### src/nva_pkg.sv
// nva_pkg: shared types, codes and helpers of the note voice allocator
// no dependencies; imported by every module under src
`timescale 1ns / 1ps

package nva_pkg;

    // default number of voice slots
    localparam int VOICE_COUNT_DEF = 16;

    // at most this many results per request
    localparam int MAX_RESULTS = 16;
    localparam int CNT_W       = $clog2(MAX_RESULTS + 1);

    // command codes
    localparam logic CMD_NOTE = 1'b0;
    localparam logic CMD_TICK = 1'b1;

    // result kinds
    localparam logic [1:0] KIND_ON   = 2'd0;
    localparam logic [1:0] KIND_OFF  = 2'd1;
    localparam logic [1:0] KIND_NONE = 2'd2;

    // velocity scale and ceiling for note-on
    localparam int VEL_SCALE = 3;
    localparam int VEL_MAX   = 127;

    typedef struct packed {
        logic       command;
        logic [3:0] channel;
        logic [6:0] note;
        logic [5:0] velocity;
        logic [5:0] duration;
    } t_in_item;

    typedef struct packed {
        logic [1:0] kind;
        logic [3:0] out_channel;
        logic [6:0] out_note;
        logic [6:0] out_velocity;
        logic [3:0] voice_index;
        logic       last;
    } t_out_item;

    // one voice slot as stored in the voice table
    typedef struct packed {
        logic [3:0] channel;
        logic [6:0] note;
        logic [5:0] level;
        logic [5:0] remaining;
    } t_voice;

    // write request into the voice table (address travels separately)
    typedef struct packed {
        logic   en;
        t_voice data;
    } t_voice_wr;

    // sequencer to result stage
    typedef struct packed {
        logic      push;
        logic      flush;
        t_out_item item;
    } t_emit_req;

    // velocity times three, saturated at 127
    function automatic logic [6:0] scale_vel(input logic [5:0] vel);
        logic [7:0] prod;
        prod = 8'(vel) * 8'(VEL_SCALE);
        if (prod > 8'(VEL_MAX)) begin
            return 7'(VEL_MAX);
        end
        return prod[6:0];
    endfunction

endpackage

### src/note_voice_allocator.sv
// note_voice_allocator: top level of the note voice allocator
// depends on nva_pkg, nva_store, nva_ctrl, nva_emit
`timescale 1ns / 1ps

// channel   | direction | handshake                 | payload
// request   | in        | i_in_valid / o_in_stall   | i_in_item  (t_in_item)
// result    | out       | o_out_valid / i_out_stall | o_out_item (t_out_item)
//
// one request at a time; the voice slots take turns on the shared unit
// tick: a scan of every slot, a none result if no voice ends, then a flush
// note: a release scan of every slot, then a search from slot zero that places the
//   note in the first free slot, or a none result when all are busy, then a flush
// the next request is taken in the idle state; a stalled output holds the scan
//   at a pending result
// reset is synchronous; valid bits make all voices read free, no clearing pass
// the next request is taken while the last result still waits at the output

module note_voice_allocator import nva_pkg::*; #(
    parameter int VOICE_COUNT = VOICE_COUNT_DEF
) (
    input  logic      i_clk,
    input  logic      i_rst_n,
    input  logic      i_in_valid,
    output logic      o_in_stall,
    input  t_in_item  i_in_item,
    output logic      o_out_valid,
    input  logic      i_out_stall,
    output t_out_item o_out_item
);

    // slot index width, at least one bit
    localparam int IDX_W = (VOICE_COUNT > 1) ? $clog2(VOICE_COUNT) : 1;

    // voice table ports
    logic [IDX_W-1:0] rd_addr;
    t_voice           rd_data;
    logic             rd_vld;
    logic [IDX_W-1:0] wr_addr;
    t_voice_wr        wr;

    // sequencer to result stage
    t_emit_req        emit_req;
    logic             emit_rdy;

    // voice table: channel, note, level and ticks left per slot
    nva_store #(
        .VOICE_COUNT (VOICE_COUNT),
        .IDX_W       (IDX_W)
    ) u_store (
        .i_clk     (i_clk),
        .i_rst_n   (i_rst_n),
        .i_rd_addr (rd_addr),
        .o_rd_data (rd_data),
        .o_rd_vld  (rd_vld),
        .i_wr_addr (wr_addr),
        .i_wr      (wr)
    );

    // walks the slots once per pass: release / countdown, then for a note a free-slot search
    nva_ctrl #(
        .VOICE_COUNT (VOICE_COUNT),
        .IDX_W       (IDX_W)
    ) u_ctrl (
        .i_clk      (i_clk),
        .i_rst_n    (i_rst_n),
        .i_in_valid (i_in_valid),
        .o_in_stall (o_in_stall),
        .i_in_item  (i_in_item),
        .o_rd_addr  (rd_addr),
        .i_rd_data  (rd_data),
        .i_rd_vld   (rd_vld),
        .o_wr_addr  (wr_addr),
        .o_wr       (wr),
        .o_emit     (emit_req),
        .i_emit_rdy (emit_rdy)
    );

    // holds the newest result until the next one or the end of the request
    // decides its last flag
    nva_emit u_emit (
        .i_clk       (i_clk),
        .i_rst_n     (i_rst_n),
        .i_req       (emit_req),
        .o_rdy       (emit_rdy),
        .o_out_valid (o_out_valid),
        .i_out_stall (i_out_stall),
        .o_out_item  (o_out_item)
    );

endmodule

### src/nva_store.sv
// nva_store: voice table memory with registered read and per-slot valid bits
// depends on nva_pkg
`timescale 1ns / 1ps

module nva_store import nva_pkg::*; #(
    parameter int VOICE_COUNT = VOICE_COUNT_DEF,
    parameter int IDX_W       = (VOICE_COUNT > 1) ? $clog2(VOICE_COUNT) : 1
) (
    input  logic             i_clk,
    input  logic             i_rst_n,
    input  logic [IDX_W-1:0] i_rd_addr,
    output t_voice           o_rd_data,
    output logic             o_rd_vld,
    input  logic [IDX_W-1:0] i_wr_addr,
    input  t_voice_wr        i_wr
);

    t_voice                 r_mem [VOICE_COUNT];
    t_voice                 r_rd_data;
    logic [VOICE_COUNT-1:0] r_vld;
    logic                   r_rd_vld;
    logic                   wr_hit;

    // write-first when both ports hit the same slot
    assign wr_hit = i_wr.en && (i_wr_addr == i_rd_addr);

    always_ff @(posedge i_clk) begin
        if (i_wr.en) begin
            r_mem[i_wr_addr] <= i_wr.data;
        end
        r_rd_data <= wr_hit ? i_wr.data : r_mem[i_rd_addr];
    end

    // slots never written read as free
    always_ff @(posedge i_clk) begin
        if (!i_rst_n) begin
            r_vld    <= '0;
            r_rd_vld <= 1'b0;
        end else begin
            if (i_wr.en) begin
                r_vld[i_wr_addr] <= 1'b1;
            end
            r_rd_vld <= wr_hit ? 1'b1 : r_vld[i_rd_addr];
        end
    end

    assign o_rd_data = r_rd_data;
    assign o_rd_vld  = r_rd_vld;

endmodule

### src/nva_emit.sv
// nva_emit: result stage, one hold slot that learns the last flag plus output register
// depends on nva_pkg
`timescale 1ns / 1ps

module nva_emit import nva_pkg::*; (
    input  logic      i_clk,
    input  logic      i_rst_n,
    input  t_emit_req i_req,
    output logic      o_rdy,
    output logic      o_out_valid,
    input  logic      i_out_stall,
    output t_out_item o_out_item
);

    logic      r_hold_vld, n_hold_vld;
    t_out_item r_hold, n_hold;
    logic      r_out_vld, n_out_vld;
    t_out_item r_out, n_out;
    logic      out_free;
    logic      load_out;

    assign out_free = !r_out_vld || !i_out_stall;
    assign o_rdy    = !r_hold_vld || out_free;

    always_comb begin
        n_hold_vld = r_hold_vld;
        n_hold     = r_hold;
        n_out      = r_out;
        load_out   = 1'b0;
        if (i_req.push && o_rdy) begin
            // a newer result exists, so the held one is not last
            if (r_hold_vld) begin
                load_out   = 1'b1;
                n_out      = r_hold;
                n_out.last = 1'b0;
            end
            n_hold     = i_req.item;
            n_hold_vld = 1'b1;
        end else if (i_req.flush && r_hold_vld && out_free) begin
            load_out   = 1'b1;
            n_out      = r_hold;
            n_out.last = 1'b1;
            n_hold_vld = 1'b0;
        end
        n_out_vld = out_free ? load_out : r_out_vld;
    end

    always_ff @(posedge i_clk) begin
        if (!i_rst_n) begin
            r_hold_vld <= 1'b0;
            r_out_vld  <= 1'b0;
        end else begin
            r_hold_vld <= n_hold_vld;
            r_out_vld  <= n_out_vld;
        end
    end

    always_ff @(posedge i_clk) begin
        r_hold <= n_hold;
        if (load_out) begin
            r_out <= n_out;
        end
    end

    assign o_out_valid = r_out_vld;
    assign o_out_item  = r_out;

    a_no_push_and_flush: assert property (@(posedge i_clk) disable iff (!i_rst_n)
        !(i_req.push && i_req.flush))
        else $error("push and flush in the same cycle");

    a_flush_has_result: assert property (@(posedge i_clk) disable iff (!i_rst_n)
        i_req.flush |-> r_hold_vld)
        else $error("flush with no held result");

    a_push_moves_held: assert property (@(posedge i_clk) disable iff (!i_rst_n)
        (i_req.push && o_rdy && r_hold_vld) |=> (r_out_vld && !r_out.last && r_hold_vld))
        else $error("held result not moved to output on push");

endmodule

### src/nva_ctrl.sv
// nva_ctrl: request sequencer with the shared compare / countdown unit
// depends on nva_pkg; drives nva_store and nva_emit
`timescale 1ns / 1ps

module nva_ctrl import nva_pkg::*; #(
    parameter int VOICE_COUNT = VOICE_COUNT_DEF,
    parameter int IDX_W       = (VOICE_COUNT > 1) ? $clog2(VOICE_COUNT) : 1
) (
    input  logic             i_clk,
    input  logic             i_rst_n,
    input  logic             i_in_valid,
    output logic             o_in_stall,
    input  t_in_item         i_in_item,
    output logic [IDX_W-1:0] o_rd_addr,
    input  t_voice           i_rd_data,
    input  logic             i_rd_vld,
    output logic [IDX_W-1:0] o_wr_addr,
    output t_voice_wr        o_wr,
    output t_emit_req        o_emit,
    input  logic             i_emit_rdy
);

    localparam logic [IDX_W-1:0] LAST_IDX = IDX_W'(VOICE_COUNT - 1);

    typedef enum logic [2:0] {
        S_IDLE,
        S_SCAN,
        S_PLACE,
        S_NONE,
        S_FLUSH
    } t_state;

    t_state           r_state, n_state;
    logic [IDX_W-1:0] r_idx, n_idx;
    t_in_item         r_cmd, n_cmd;
    logic [CNT_W-1:0] r_cnt, n_cnt;

    logic [5:0] rem;
    logic       busy;
    logic       hit;
    logic       wr_need;
    logic       push_want;
    logic       cnt_ok;
    logic       is_tick;

    // shared unit: slot state, match compare and countdown
    assign rem     = i_rd_vld ? i_rd_data.remaining : 6'd0;
    assign busy    = (rem != 6'd0);
    assign cnt_ok  = (r_cnt < CNT_W'(MAX_RESULTS));
    assign is_tick = (r_cmd.command == CMD_TICK);

    always_comb begin
        n_state   = r_state;
        n_idx     = r_idx;
        n_cmd     = r_cmd;
        n_cnt     = r_cnt;
        hit       = 1'b0;
        wr_need   = 1'b0;
        push_want = 1'b0;
        o_wr      = '0;
        o_wr.data = i_rd_data;
        o_emit    = '0;
        o_emit.item.voice_index = 4'(r_idx);
        case (r_state)
            S_IDLE: begin
                if (i_in_valid) begin
                    n_cmd   = i_in_item;
                    n_cnt   = '0;
                    n_idx   = '0;
                    n_state = S_SCAN;
                end
            end
            S_SCAN: begin
                o_emit.item.kind = KIND_OFF;
                if (is_tick) begin
                    // count down, release at zero
                    hit                     = busy && (rem == 6'd1);
                    wr_need                 = busy;
                    o_wr.data.remaining     = rem - 6'd1;
                    o_emit.item.out_channel = i_rd_data.channel;
                    o_emit.item.out_note    = i_rd_data.note;
                end else begin
                    // retrigger: free the sounding copy of this note
                    hit = busy && (i_rd_data.channel == r_cmd.channel)
                               && (i_rd_data.note == r_cmd.note);
                    wr_need                 = hit;
                    o_wr.data.remaining     = 6'd0;
                    o_emit.item.out_channel = r_cmd.channel;
                    o_emit.item.out_note    = r_cmd.note;
                end
                push_want = hit && cnt_ok;
                if (!push_want || i_emit_rdy) begin
                    o_wr.en     = wr_need;
                    o_emit.push = push_want;
                    if (push_want) begin
                        n_cnt = r_cnt + CNT_W'(1);
                    end
                    if (r_idx == LAST_IDX) begin
                        n_idx = '0;
                        if (!is_tick) begin
                            n_state = S_PLACE;
                        end else if (n_cnt == '0) begin
                            n_state = S_NONE;
                        end else begin
                            n_state = S_FLUSH;
                        end
                    end else begin
                        n_idx = r_idx + IDX_W'(1);
                    end
                end
            end
            S_PLACE: begin
                o_emit.item.kind         = KIND_ON;
                o_emit.item.out_channel  = r_cmd.channel;
                o_emit.item.out_note     = r_cmd.note;
                o_emit.item.out_velocity = scale_vel(r_cmd.velocity);
                o_wr.data.channel        = r_cmd.channel;
                o_wr.data.note           = r_cmd.note;
                o_wr.data.level          = r_cmd.velocity;
                o_wr.data.remaining      = r_cmd.duration;
                if (!busy) begin
                    push_want = cnt_ok;
                    if (!push_want || i_emit_rdy) begin
                        o_wr.en     = 1'b1;
                        o_emit.push = push_want;
                        if (push_want) begin
                            n_cnt = r_cnt + CNT_W'(1);
                        end
                        n_idx   = '0;
                        n_state = S_FLUSH;
                    end
                end else if (r_idx == LAST_IDX) begin
                    n_idx   = '0;
                    n_state = S_NONE;
                end else begin
                    n_idx = r_idx + IDX_W'(1);
                end
            end
            S_NONE: begin
                o_emit.item.kind        = KIND_NONE;
                o_emit.item.voice_index = 4'd0;
                if (!is_tick) begin
                    o_emit.item.out_channel = r_cmd.channel;
                    o_emit.item.out_note    = r_cmd.note;
                end
                push_want = cnt_ok;
                if (!push_want || i_emit_rdy) begin
                    o_emit.push = push_want;
                    if (push_want) begin
                        n_cnt = r_cnt + CNT_W'(1);
                    end
                    n_state = S_FLUSH;
                end
            end
            S_FLUSH: begin
                o_emit.flush = 1'b1;
                if (i_emit_rdy) begin
                    n_state = S_IDLE;
                end
            end
            default: begin
                n_state = S_IDLE;
                n_idx   = '0;
            end
        endcase
    end

    always_ff @(posedge i_clk) begin
        if (!i_rst_n) begin
            r_state <= S_IDLE;
            r_idx   <= '0;
            r_cnt   <= '0;
        end else begin
            r_state <= n_state;
            r_idx   <= n_idx;
            r_cnt   <= n_cnt;
        end
        r_cmd <= n_cmd;
    end

    assign o_in_stall = (r_state != S_IDLE);
    assign o_rd_addr  = n_idx;
    assign o_wr_addr  = r_idx;

    a_cnt_bound: assert property (@(posedge i_clk) disable iff (!i_rst_n)
        r_cnt <= CNT_W'(MAX_RESULTS))
        else $error("result count above limit");

    a_accept_starts_scan: assert property (@(posedge i_clk) disable iff (!i_rst_n)
        (i_in_valid && !o_in_stall) |=> (r_state == S_SCAN && r_idx == '0))
        else $error("request did not start a scan at slot zero");

    a_write_in_scan: assert property (@(posedge i_clk) disable iff (!i_rst_n)
        o_wr.en |-> (r_state == S_SCAN || r_state == S_PLACE))
        else $error("voice table written outside a scan");

    a_place_ends: assert property (@(posedge i_clk) disable iff (!i_rst_n)
        (r_state == S_PLACE && o_wr.en) |=> (r_state == S_FLUSH))
        else $error("placement did not end the request");

endmodule

### config.mk
export PLATFORM = sky130hd
export DESIGN_NAME = note_voice_allocator
export DESIGN_NICKNAME = d
export VERILOG_FILES = /design/src/nva_pkg.sv /design/src/note_voice_allocator.sv /design/src/nva_store.sv /design/src/nva_emit.sv /design/src/nva_ctrl.sv
export SDC_FILE = /design/constraint.sdc
export NUM_CORES = 1
export LEC_CHECK = 0
export ABC_AREA = 1
export BUFFER_PORTS_ARGS = -buffer_cell sky130_fd_sc_hd__buf_2
export CAP_MARGIN = 0
export CORE_ASPECT_RATIO = 1.25
export CORE_UTILIZATION = 40
export DETAILED_ROUTE_END_ITERATION = 6
export PLACE_DENSITY_LB_ADDON = 0.15
export SLEW_MARGIN = 20
export SYNTH_ARGS = -nofsm -noshare
export SYNTH_HDL_FRONTEND = slang
export SYNTH_SLANG_ARGS = --single-unit
### constraint.sdc
create_clock -name i_clk -period 4.48 [get_ports i_clk]
set_input_delay 0.448 -clock i_clk [delete_from_list [all_inputs] [get_ports i_clk]]
set_output_delay 0.448 -clock i_clk [all_outputs]
set_load 0.1 [all_outputs]
==> results of run 1 <==
cells by family after synthesis:
| family | synth area share (%) |
|---|---|
| AOI/OAI and AO/OA | 4.947 |
| xor gates and xnor gates | 0.5328 |
| adders and majority gates | 1.339 |
| buffers and inverters | 5.578 |
| DFF | 67.28 |
| and+or+nand+nor | 20.33 |
report_power, final:
part	leakage, nW	switching [mW]	internal [mW]
Sequential	3.41	0.129	4.82
Clock	0.584	1.31	1.77
Combinational	3.46	2.68	0.961
Total	7.46	4.12	7.56
flip-flops by register name, indices dropped and copies added (netlist names), named ones only:
signal / count
u_emit.o_out_item: 25
u_ctrl.r_cnt: 5
u_emit.r_hold: 24
u_ctrl.r_state: 3
u_store.r_mem: 272
u_ctrl.r_cmd: 23
u_store.o_rd_vld: 1
u_store.r_vld: 16
u_emit.o_out_valid: 1
u_ctrl.o_wr_addr: 4
u_emit.r_hold_vld: 1
u_ctrl.is_tick: 1
synth_stat cells (all sizes together), types with 6 or more instances:
cell type / count / area share (%)
clkbuf: 25 / 0.57
xor2: 9 / 0.48
a21oi: 41 / 1.3
dfxtp: 35 / 4.3
ha: 16 / 1.2
nor2: 147 / 3.4
o21ai: 62 / 1.9
edfxtp: 345 / 63
nand2: 467 / 11
inv: 155 / 3.5
nand3: 177 / 5.5
nor3: 7 / 0.21
buf: 39 / 1.4
o211ai: 15 / 0.68
o221ai: 6 / 0.32
final timing paths:
kind               startpoint                    end  slack, ps
max reg2reg              flop  u_store.r_mem[15][14]        590
min reg2reg  u_emit.r_hold[6]   u_emit.o_out_item[6]        420
min             i_in_item[22]       u_ctrl.r_cmd[22]         90
max                      flop  u_store.r_mem[15][14]        590
cell type report:
class | count | share of cell area, %
Tap cell | 546 | 3.630
Sequential cell | 380 | 58.80
Timing Repair Buffer | 110 | 4.135
Inverter | 157 | 3.138
Multi-Input combinational cell | 974 | 24.09
Clock buffer | 41 | 5.106
Clock inverter | 22 | 1.110
routing by layer:
layer | up-vias | share of wire (%) | GRT usage (%)
met1 | 5473 | 43 | 25.75
met5 | - | 0 | 0
met3 | 70 | 4.4 | 2.980
li1 | 5457 | - | -
met2 | 259 | 49 | 34.28
met4 | 0 | 2.9 | 6.875
stage by stage:
stage / utilization (%) / hold slack (ps)
after global routing: 46.68 / 68.85
after detailed placement: 43.74 / 404.5
after floorplan: - / 400.3
final: 46.68 / 88.08
after CTS: 46.64 / 64.39
after global placement: 43.73 / 402.5
cells in the final DEF, fill, tap and decap left out, types with 2 or more instances in the layout:
cell type,instances
sky130_fd_sc_hd__dfxtp_1,33
sky130_fd_sc_hd__buf_2,54
sky130_fd_sc_hd__o21ai_0,53
sky130_fd_sc_hd__o22ai_1,4
sky130_fd_sc_hd__clkinv_1,9
sky130_fd_sc_hd__o21ai_2,4
sky130_fd_sc_hd__inv_1,152
sky130_fd_sc_hd__a221oi_1,2
sky130_fd_sc_hd__edfxtp_1,345
sky130_fd_sc_hd__clkbuf_16,37
sky130_fd_sc_hd__nand2_1,460
sky130_fd_sc_hd__clkinv_2,10
sky130_fd_sc_hd__ha_1,16
sky130_fd_sc_hd__o211ai_1,15
sky130_fd_sc_hd__clkbuf_1,2
sky130_fd_sc_hd__nand4_1,4
sky130_fd_sc_hd__nand3_1,175
sky130_fd_sc_hd__bufinv_16,4
sky130_fd_sc_hd__buf_12,7
sky130_fd_sc_hd__inv_2,2
sky130_fd_sc_hd__nand2_4,2
sky130_fd_sc_hd__nand2_2,5
sky130_fd_sc_hd__a22oi_1,2
sky130_fd_sc_hd__buf_4,48
sky130_fd_sc_hd__nand3b_1,3
sky130_fd_sc_hd__a31oi_1,3
sky130_fd_sc_hd__nor2_2,16
sky130_fd_sc_hd__clkbuf_8,2
sky130_fd_sc_hd__nor2_1,131
sky130_fd_sc_hd__xor2_1,9
sky130_fd_sc_hd__nor3_1,3
sky130_fd_sc_hd__a21oi_1,40
sky130_fd_sc_hd__o21ai_1,5
sky130_fd_sc_hd__nor3_2,4
sky130_fd_sc_hd__o221ai_1,6
worst max-delay path, stage by stage (launching register included):
cell,delay (ps)
sky130_fd_sc_hd__dfxtp_4,380
sky130_fd_sc_hd__clkinv_2,130
sky130_fd_sc_hd__buf_12,190
sky130_fd_sc_hd__o21ai_0,160
sky130_fd_sc_hd__o22ai_1,90
sky130_fd_sc_hd__o211ai_1,260
sky130_fd_sc_hd__nand2_1,150
sky130_fd_sc_hd__nand2_1,150
sky130_fd_sc_hd__ha_1,210
sky130_fd_sc_hd__nand3_1,80
sky130_fd_sc_hd__nor2_1,140
sky130_fd_sc_hd__nor2_1,60
sky130_fd_sc_hd__nand2_1,70
sky130_fd_sc_hd__nand2_2,100
sky130_fd_sc_hd__nand3_2,140
sky130_fd_sc_hd__o2111ai_1,120
sky130_fd_sc_hd__nand2_1,110
sky130_fd_sc_hd__inv_1,110
sky130_fd_sc_hd__nor2_2,840
==> results.txt, run 1 <==
- The run finished with clean final reports.
- The path class of the tightest hold or removal check is in2reg.
- The floorplan step set the die width to 183.3 µm.
- For this block, the initial DRC count from the detailed router was 766.
- Total core area: 0.04032 mm²
- Remaining routing DRC violations: 0
- The number of antenna violations at the first check in global routing came to 0.
- Die ar.: 0.04192 mm²
- Number of hold buffers added after CTS: 0
* Weighted congestion reported at the end of routability-driven placement: 0.8558
* EDFF count, synth: 345
* FF/Latch Area: 0.01107 mm²
- CTS Buffer Depth: 3
- Counting instances, the worst hold path has a depth of 1.
* Maximum number of pins on one net before global-route repair: 87
* Sum Neg Setup Slack: 0 ps
- Data on the critical path arrives at its endpoint at 4040 ps.
* Vias in the first global route: 11070
- The number of clock buffers added by TritonCTS is 37.
- In this run the power density over the cells is 620.3 mW/mm².
* Tightest slew margin relative to the limit: 27.28%
* Final wirelength: 40760 µm
* Main flop type after synthesis: sky130_fd_sc_hd__edfxtp_1
- Fill count: 3727
* Worst path required time: 4630 ps
- Ys Warns: 0
* Max-slew violation count: 0
* Post-layout net count: 1705
* Placed Area: 0.01764 mm²
* Final worst clock skew: 12.95 ps
* Vias/cell: 5.049
- Summed over all nets, the half-perimeter wirelength after detailed placement is 26590 µm.
- Total power for the finished layout comes to 11.67 mW.
- For this run the aggregate overflow at the end of global routing stands at 0.
- Reg2reg path depth: 18
* Max FO, Critical Path: 27
- The final number of hold-violating endpoints is 0.
- Type of element capturing the critical path: flop
- Post-Synthesis Net Count: 1620
- The worst setup path is launched from a flop.
* Mapped cell area: 0.01644 mm²
- Wirelength per Cell: 18.28 µm
- Post-cts resize count: 0
* Final min period: 3892 ps
- Setup violations remaining at the end of the flow were counted as 0.
* Post-DRT Antenna Nets: 0
- Peak ir drop on the vdd network: 0.4716 mV
* Clock tree from TritonCTS: yes
* RSZ-0062 raised after global routing: false
- Maximum level of the CTS H-tree: 2
- Setup slack on the critical path of the routed design comes to 588.1 ps.
* Place WS: 582.7 ps
- Buffers inserted during post-CTS setup optimization: 0
* Worst Path Class, Setup: reg2reg
- Clock Sinks: 380
- Root buf cell: sky130_fd_sc_hd__clkbuf_16
- Each instance of the synthesized netlist takes up on average 10.44 µm².
- After technology mapping, the gate count stands at 1575.
* Multi-input combinational cell area: 0.004533 mm²
- Cell area after layout: 0.01882 mm²
* Worst-margin pin slew: 1090 ps
- For the worst-skew pair, the clock arrives at the later sink with an insertion delay of 530 ps.
- 0 antenna diodes ended up in the layout.
- Fraction of final layout cells sized beyond drive strength 1: 12.17%
- Detailed routing inserted a total of 11260 vias.
* F_max: 256.9 MHz
- Counting flops with an async set or reset pin after synthesis yields a share of 0%.
* Pre-antenna DRT Iters: 7
- Number of placement rows: 82
- Number of port buffers: 54
- In the global route stage, overall resource usage came out at 20.01%.
- First-pass GRT wire length: 64010 µm
- Clock transition time at the flip-flop clock pins of the worst setup and hold paths: 70 ps
- I/O pin count: 55
* Register area share after synthesis: 67.28%
* Final Instance Count excl. Fillers: 2230
- Static power due to leakage: 7.457 nW
* Synth unique cells: 42
- Ratio of final minimum period to clock period: 86.87%
- Once the floorplan was initialized, standard cells occupied 40.77% of the core.
- Post-synthesis to final-layout area growth: 14.48%
- After detailed placement, the design holds a cell count of 2166.
* Post-synthesis register bit count: 380
- Chip Height: 228.7 µm
- The tool flagged a number of max-cap violations equal to 0.
No activity file was read; power rests on OpenSTA's default activity.
==> run 2, diff against run 1 <==
--- a/config.mk
+++ b/config.mk
@@ -11,7 +11,7 @@
 export CORE_ASPECT_RATIO = 1.25
 export CORE_UTILIZATION = 40
 export DETAILED_ROUTE_END_ITERATION = 6
-export PLACE_DENSITY_LB_ADDON = 0.15
+export PLACE_DENSITY = 0.68
 export SLEW_MARGIN = 20
 export SYNTH_ARGS = -nofsm -noshare
 export SYNTH_HDL_FRONTEND = slang
==> run 2 against run 1 <==
Compared with the run above: first-iteration DRC count grew 31%; cell area shrank 0.65%; global-route usage shrank 0.82 points; die area is the same; clock skew grew 1.9 ps; register-to-register slack lost 370 ps; count of clock-buffer cells in the layout grew 12; sequential power is essentially flat; non-clock buffer count shrank 5; final cell count shrank 0.13%; largest cell class unchanged; hold slack gained 4.3 ps.
==> results.txt, run 2 (synthesis gave the netlist of run 1 again) <==
* Critical path, cell by cell: clkinv_2 > buf_12 > o21ai_0 > o22ai_1 > o211ai_1 > nand2_1 > nand2_1 > ha_1 > nand3_1 > nor2_1 > nor2_1 > nand2_1 > nand2_2 > nand3_2 > o2111ai_1 > nand2_1 > nand2_1 > nor2_2 > buf_4
- Max-slew violation count: 0 (unchanged)
* Max FO, Critical Path: 61 (+130%)
- Sum Neg Setup Slack: 0 ps (unchanged)
- Maximum number of pins on one net before global-route repair: 62 (-29%)
- The core occupancy in the finished layout came to 46.38% (-0.30 points).
* CTS Buffer Depth: 3 (unchanged)
* Final min period: 4258 ps (+366.1 ps)
- The library cells used most frequently in the layout, excluding fill and tap cells, are sky130_fd_sc_hd__nand2_1, sky130_fd_sc_hd__edfxtp_1, sky130_fd_sc_hd__nand3_1.
- Total number of vias: 11370 (+1.0%)
- First-pass GRT wire length: 61800 µm (-3.4%)
- Ratio of final minimum period to clock period: 95.04% (+8.2 points)
- The final antenna diode count is 0 (unchanged).
- The path depth of the worst reg2reg path is 19 (+1).
- Setup repair after global routing left no endpoint under its margin.
* CP most frequent cell: sky130_fd_sc_hd__nand2_1
* Cell with the largest stage delay on the worst path: sky130_fd_sc_hd__nor2_2
- Weighted congestion reported at the end of routability-driven placement: 0.8758 (+2.3%)
* Stages on worst setup path: 19 (+1)
* Clock transition time at the flip-flop clock pins of the worst setup and hold paths: 60 ps (about the same)
- The count of buffers added by post-CTS timing repair for setup came to 0 (unchanged).
- The post-detailed-route count of antenna-violating nets came to 0 (unchanged).
- The iteration count of the initial detailed-routing pass is 6 (-1).
- The per-cell routed wire length came to 17.90 µm (-2.1%).
- Crit path max-delay family: simple AND/OR/NAND/NOR gates
- The first-iteration detailed-routing DRC count came to 1000 (+31%).
- Initial antenna violation count: 0 (unchanged)
* Final worst clock skew: 14.81 ps (+1.861 ps)
- Final hold violation count: 0 (unchanged)
- The run finished with clean final reports.
* Fraction of final layout cells sized beyond drive strength 1: 11.06% (-1.1 points)
- Hold-critical path depth: 1 (unchanged)
* I/O pin count: 55 (unchanged)
* Peak ir drop on the vdd network: 0.2976 mV (-37%)
- Final setup viols: 0 (unchanged)
- Type of element capturing the critical path: flop
- The highest clock rate was 234.9 MHz (-8.6%).
- The number of port buffers is 54 (unchanged).
- Post-layout net count: 1699 (-0.35%)
- The total CTS buffers was 36 (-2.7%).
- The effective utilization at floorplan was 40.77% (unchanged).
* Most common cell after layout, fill and taps aside: sky130_fd_sc_hd__nand2_1
- STA classifies the critical path startpoint as a flop.
- Number of placement rows: 82 (unchanged)
- Chip Height: 228.7 µm (unchanged)
* Worst-margin pin slew: 992.6 ps (-96.98 ps)
- Vias/cell: 5.107 (+1.2%)
- Worst hold margin: 92.38 ps (+4.298 ps)
- The number of sinks driven by the clock tree was 380 (unchanged).
- The headroom to the max-slew limit came to 33.75% (+6.5 points).
- The number of global-route vias before repair was 11300 (+2.1%).
- The final HPWL from detailed placement came to 25820 µm (-2.9%).
* MaxCap Viol Count: 0 (unchanged)
- The register with the most flip-flops in the final layout is u_store.r_mem.
- The area of the die was 0.04192 mm² (unchanged).
- The data arrival time at the worst-slack endpoint is 4480 ps (+440 ps).
- Clock tree synthesis selected as its root buffer the cell sky130_fd_sc_hd__clkbuf_16.
* Maximum level of the CTS H-tree: 2 (unchanged)
- DR top layer: met4
- The flip-flop count of the largest register after layout came to 272 (unchanged).
- Worst Path Class, Setup: reg2reg
* Source-to-sink clock delay at the later pin of the worst-skew pair: 530 ps (about the same)
- Power per unit of standard cell area: 613.5 mW/mm² (-1.1%)
- From synthesis to final layout, the design area changed by 13.74%.
- The total wirelength of the detailed-routed design was 39860 µm (-2.2%).
* Worst path required time: 4710 ps (+80 ps)
- The met2 wire length came to 20830 µm (+3.5%).
- The overall fraction of global-route tracks in use was 19.19% (-0.82 points).
- Static power due to leakage: 7.364 nW (-1.2%)
- The die width is 183.3 µm (unchanged).
- The aggregate global routing overflow is 0 (unchanged).
- Wl on met1: 15020 µm (-15%)
* Clock tree from TritonCTS: yes
- The total design power came to 11.47 mW (-1.7%).
- Met3 layer wire length in the routed design: 1823 µm (+1.5%)
- Critical Path Max Stage Delay: 590 ps (-250 ps)
- The buffers plus inverters on the worst setup path was 3 (unchanged).
- The path class of the tightest hold or removal check is in2reg.
- The area of the core was 0.04032 mm² (unchanged).
- Remaining routing DRC violations: 0 (unchanged)
run 2: changes by cell type in the layout (fill, tap and decap cells not counted), moves of 2 or more:
| cell | previous run | this run |
|---|---|---|
| sky130_fd_sc_hd__clkbuf_1 | 2 | 15 |
| sky130_fd_sc_hd__o21ai_0 | 53 | 59 |
| sky130_fd_sc_hd__nor2_4 | 0 | 4 |
| sky130_fd_sc_hd__nor2_2 | 16 | 12 |
| sky130_fd_sc_hd__clkinv_2 | 10 | 4 |
| sky130_fd_sc_hd__buf_4 | 48 | 44 |
| sky130_fd_sc_hd__o21ai_2 | 4 | 0 |
| sky130_fd_sc_hd__bufinv_16 | 4 | 1 |
| sky130_fd_sc_hd__o21ai_1 | 5 | 3 |
run 2: worst reg2reg max path, delay by kind of cell, from the launching register on:
kind                     cells  cell delay (ps)
AND/OR/NAND/NOR             11             1960
buffers and inverters        3              680
AO/OA/AOI/OAI                4              640
adder cells (fa/ha/maj)      1              220
flip-flops                   1              460
run 2: where the power goes:
group | switching (mW) | internal [mW] | leakage, nW
clock | 1.26 | 1.60 | 0.525
sequential | 0.146 | 4.82 | 3.41
combinational | 2.65 | 0.986 | 3.43
total | 4.06 | 7.41 | 7.36
run 2: metrics by stage:
stage,worst slack (ps),area (µm²),cells
floorplan,273.8,16440,1575
global placement,333.9,17600,2162
detailed placement,214.7,17600,2162
CTS,191.7,18680,2227
global route,15.18,18700,2227
finish,222.1,18700,2227
run 2: worst paths after layout:
path                            slack (ps)                    end         startpoint
worst min-delay path                    90        u_ctrl.r_cmd[4]       i_in_item[4]
worst max register to register         220  u_store.r_mem[13][19]               flop
worst min register to register         420  u_emit.o_out_item[23]  u_emit.r_hold[23]
worst max-delay path                   220  u_store.r_mem[13][19]               flop
run 2: area by class of cell:
| cell class | instances | area, µm² |
|---|---|---|
| multi-input combinational | 974 | 4538 |
| fill | 3571 | 21620 |
| inverter | 157 | 590.6 |
| sequential | 380 | 11070 |
| timing repair buffer | 105 | 740.7 |
| tap | 546 | 683.2 |
| clock buffer | 53 | 996.0 |
| clock inverter | 12 | 85.08 |
run 2: per-layer routing:
| metal | vias up | global-route usage [%] |
|---|---|---|
| li1 | 5446 | - |
| met1 | 5463 | 21.74 |
| met2 | 363 | 34.59 |
| met3 | 102 | 2.135 |
| met4 | 0 | 11.25 |
| met5 | - | 0 |
run 2: timing repair:
item,4_1_cts,5_1_grt
hold buffers,0,0
resized for setup,0,2
setup endpoints to repair,0,35
endpoints found under the hold margin,0,0
==> run 3, diff against run 2 <==
--- a/config.mk
+++ b/config.mk
@@ -11,7 +11,7 @@
 export CORE_ASPECT_RATIO = 1.25
 export CORE_UTILIZATION = 40
 export DETAILED_ROUTE_END_ITERATION = 6
-export PLACE_DENSITY = 0.68
+export PLACE_DENSITY = 0.66
 export SLEW_MARGIN = 20
 export SYNTH_ARGS = -nofsm -noshare
 export SYNTH_HDL_FRONTEND = slang
==> constraint.sdc (replaced) <==
create_clock -name i_clk -period 4.3 [get_ports i_clk]
set_input_delay 0.43 -clock i_clk [delete_from_list [all_inputs] [get_ports i_clk]]
set_output_delay 0.43 -clock i_clk [all_outputs]
set_load 0.1 [all_outputs]
==> run 3 against run 2 <==
Compared with the run above: count of clock-buffer cells in the layout is 8 lower; critical path depth is 2 lower; final cell count is 0.22% higher; die area stayed put; first-iteration DRC count is 1.6% lower; total power is 4.5% higher; critical endpoint is now u_store.r_mem[0][0]; largest power group unchanged.
==> results.txt, run 3 (synthesis gave the netlist of run 1 again) <==
* Weighted congestion reported at the end of routability-driven placement: 0.8942 (+2.1%)
* Max-slew violation count: 0 (unchanged)
- Post-layout net count: 1706 (+0.41%)
- Register containing the most flip-flops in the final layout: u_store.r_mem
- The worst hold path begins at i_in_item[0].
- The leakage dissipation came to 7.452 nW (+1.2%).
- The insertion delay of the later-clocked pin in the worst-skew pair is 540 ps (about the same).
* Final hold violation count: 0 (unchanged)
- Clock buffer count from CTS: 36 (unchanged)
* Wirelength per Cell: 18.31 µm (+2.3%)
* Most common cell after layout, fill and taps aside: sky130_fd_sc_hd__nand2_1
- MaxCap Viol Count: 0 (unchanged)
- The number of antenna violations at the first check in global routing was 1 (+1).
* Critical Path Max Stage Delay: 370 ps (-220 ps)
- Reg2reg path depth: 17 (-2)
- The hold buffer count at cts came to 0 (unchanged).
- The aggregate global routing overflow is 0 (unchanged).
- Total core area: 0.04032 mm² (unchanged)
* Post-cts resize count: 0 (unchanged)
- The maximum fanout encountered on the critical timing path is 107 (+75%).
- The post-route worst setup slack is 545.6 ps (+323.6 ps).
- Peak ir drop on the vdd network: 0.2871 mV (-3.5%)
- The switching fraction of total power is 34.67% (-0.74 points).
- The headroom to the max-slew limit is 24.02% (-9.7 points).
* Tightest Hold Check Type: in2reg
- End of the worst register-to-register path: u_store.r_mem[0][0]
* Pre-antenna DRT Iters: 5 (-1)
- Worst path arrival time: 3950 ps (-530 ps)
- Root buf cell: sky130_fd_sc_hd__clkbuf_16
* Fraction of final layout cells sized beyond drive strength 1: 12.17% (+1.1 points)
- Ratio of final minimum period to clock period: 87.31% (-7.7 points)
- The ratio of total power to cell area is 635.8 mW/mm² (+3.6%).
- The power share of the sequential group was 43.1% (-0.2 points).
* Total number of vias: 11420 (+0.43%)
* RSZ-0062 raised after global routing: false
* Number of buffer and inverter instances along the worst setup path: 2 (-1)
* FF/Latch Area: 0.01107 mm² (unchanged)
- Sum Neg Setup Slack: 0 ps (unchanged)
- The first-iteration detailed-routing DRC count came to 984 (-1.6%).
- Remaining routing DRC violations: 0 (unchanged)
* Number of placement rows: 82 (unchanged)
* Die boundary width: 183.3 µm (unchanged)
* First-pass GRT wire length: 63610 µm (+2.9%)
- Counting stages on the worst path, the most repeated cell is sky130_fd_sc_hd__nand2_1.
- Hold-critical path depth: 1 (unchanged)
* Worst-margin pin slew: 1135 ps (+142.2 ps)
- Max FFs per register: 272 (unchanged)
* Buffers inserted during post-CTS setup optimization: 0 (unchanged)
- Final min period: 3754 ps (-503.6 ps)
- Vias in the first global route: 11330 (+0.27%)
- Combinational Power Share: 30.3% (-1.4 points)
- The final-layout fill cell count is 3651 (+2.2%).
* F_max: 266.4 MHz (+13%)
- The worst setup path is captured at a flop.
- Among cell families on the critical path, the largest total delay comes from simple AND/OR/NAND/NOR gates.
- The vertical die dimension was 228.7 µm (unchanged).
- From synthesis to final layout, the design area changed by 14.70%.
* Initial core utilization: 40.77% (unchanged)
- The number of port buffers was 54 (unchanged).
- Cell area after layout: 0.01886 mm² (+0.85%)
- Multi-input combinational cell area: 0.004526 mm² (-0.28%)
* Clock transition time at the flip-flop clock pins of the worst setup and hold paths: 60 ps (about the same)
* Place WS: 598.5 ps (+383.8 ps)
- Placed Area: 0.01766 mm² (+0.32%)
- Die ar.: 0.04192 mm² (unchanged)
- Worst path required time: 4500 ps (-210 ps)
- The pin count of the biggest net entering global routing is 108 (+74%).
- Commonest cells after routing, fill and taps aside: sky130_fd_sc_hd__nand2_1, sky130_fd_sc_hd__edfxtp_1, sky130_fd_sc_hd__nand3_1
- The number of top-level pins was 55 (unchanged).
- The final HPWL from detailed placement was 26170 µm (+1.4%).
- The internal power consumption came to 7.833 mW (+5.7%).
* Worst R2R Setup Slack: 550 ps (+320 ps)
- Traced cell by cell, the critical path runs through buf_12 > o21ai_0 > o221ai_1 > o211ai_1 > nand2_1 > nand2_1 > ha_1 > nand3_1 > nor2_1 > nor2_1 > nand2_1 > nand2_2 > o2111ai_1 > nand2_1 > nand2_1 > nor2_2 > buf_4.
- The total design power is 11.99 mW (+4.5%).
* Worst Hold Endpoint: u_ctrl.r_cmd[0]
- The number of sinks driven by the clock tree was 380 (unchanged).
- The total wirelength of the detailed-routed design is 40880 µm (+2.6%).
- Vias/cell: 5.118 (+0.21%)
- The worst clock skew is 25.51 ps (+10.70 ps).
- Type of origin of the critical path: flop
* Final setup viols: 0 (unchanged)
* Maximum level of the CTS H-tree: 2 (unchanged)
- The worst setup path is of the reg2reg kind.
- The overall fraction of global-route tracks in use is 19.85% (+0.67 points).
- CTS Buffer Depth: 3 (unchanged)
* Share of the core filled with cells in the final layout: 46.77% (+0.39 points)
- The share of power burned in the clock network was 26.6% (+1.6 points).
* Cell with the largest stage delay on the worst path: sky130_fd_sc_hd__dfxtp_4
- Post-DRT Antenna Nets: 0 (unchanged)
- Switching pwr: 4.158 mW (+2.3%)
- Clock tree from TritonCTS: yes
- The run finished with clean final reports.
## run 3: final cells by class
| cell class | count | area share, % |
|---|---|---|
| Clock inverter | 17 | 0.9421 |
| Multi-Input combinational cell | 974 | 24.00 |
| Tap cell | 546 | 3.623 |
| Antenna cell | 1 | 0.01327 |
| Clock buffer | 45 | 5.341 |
| Inverter | 157 | 3.132 |
| Timing Repair Buffer | 112 | 4.273 |
| Sequential cell | 380 | 58.68 |
## run 3: power groups by stage
stage                     sequential (mW)  clock, mW  combinational [mW]
after detailed placement             5.25          0                3.59
after floorplan                      5.27          0                2.37
final                                5.17       3.19                3.64
after global placement               5.24          0                3.53
after CTS                            5.17       3.23                3.61
after global routing                 5.19       3.37                4.04
## run 3: layer usage
layer	vias up	wire [µm]	GRT usage [%]	part of all wire (%)
met1	5495	16100	24.14	39
met4	0	1899	9.583	4.6
met2	374	20820	34.81	51
met3	97	2057	2.326	5.0
met5	-	0	0	0
li1	5457	-	-	-
## run 3: worst max path at each step
stage,from,to,slack (ps),depth (start not counted)
floorplan,flop,u_emit.o_out_item[0],90,19
global placement,flop,u_emit.o_out_item[12],690,22
detailed placement,flop,u_emit.o_out_item[12],600,19
CTS,flop,u_emit.o_out_item[23],530,19
global route,flop,u_emit.o_out_item[23],170,19
finish,flop,u_store.r_mem[0][0],550,17
## run 3: stage by stage
stage,hold WS [ps],instances
after CTS,43.48,2230
after floorplan,400.3,1575
final,62.08,2232
after global routing,44.24,2232
after global placement,402.9,2168
after detailed placement,404.5,2168
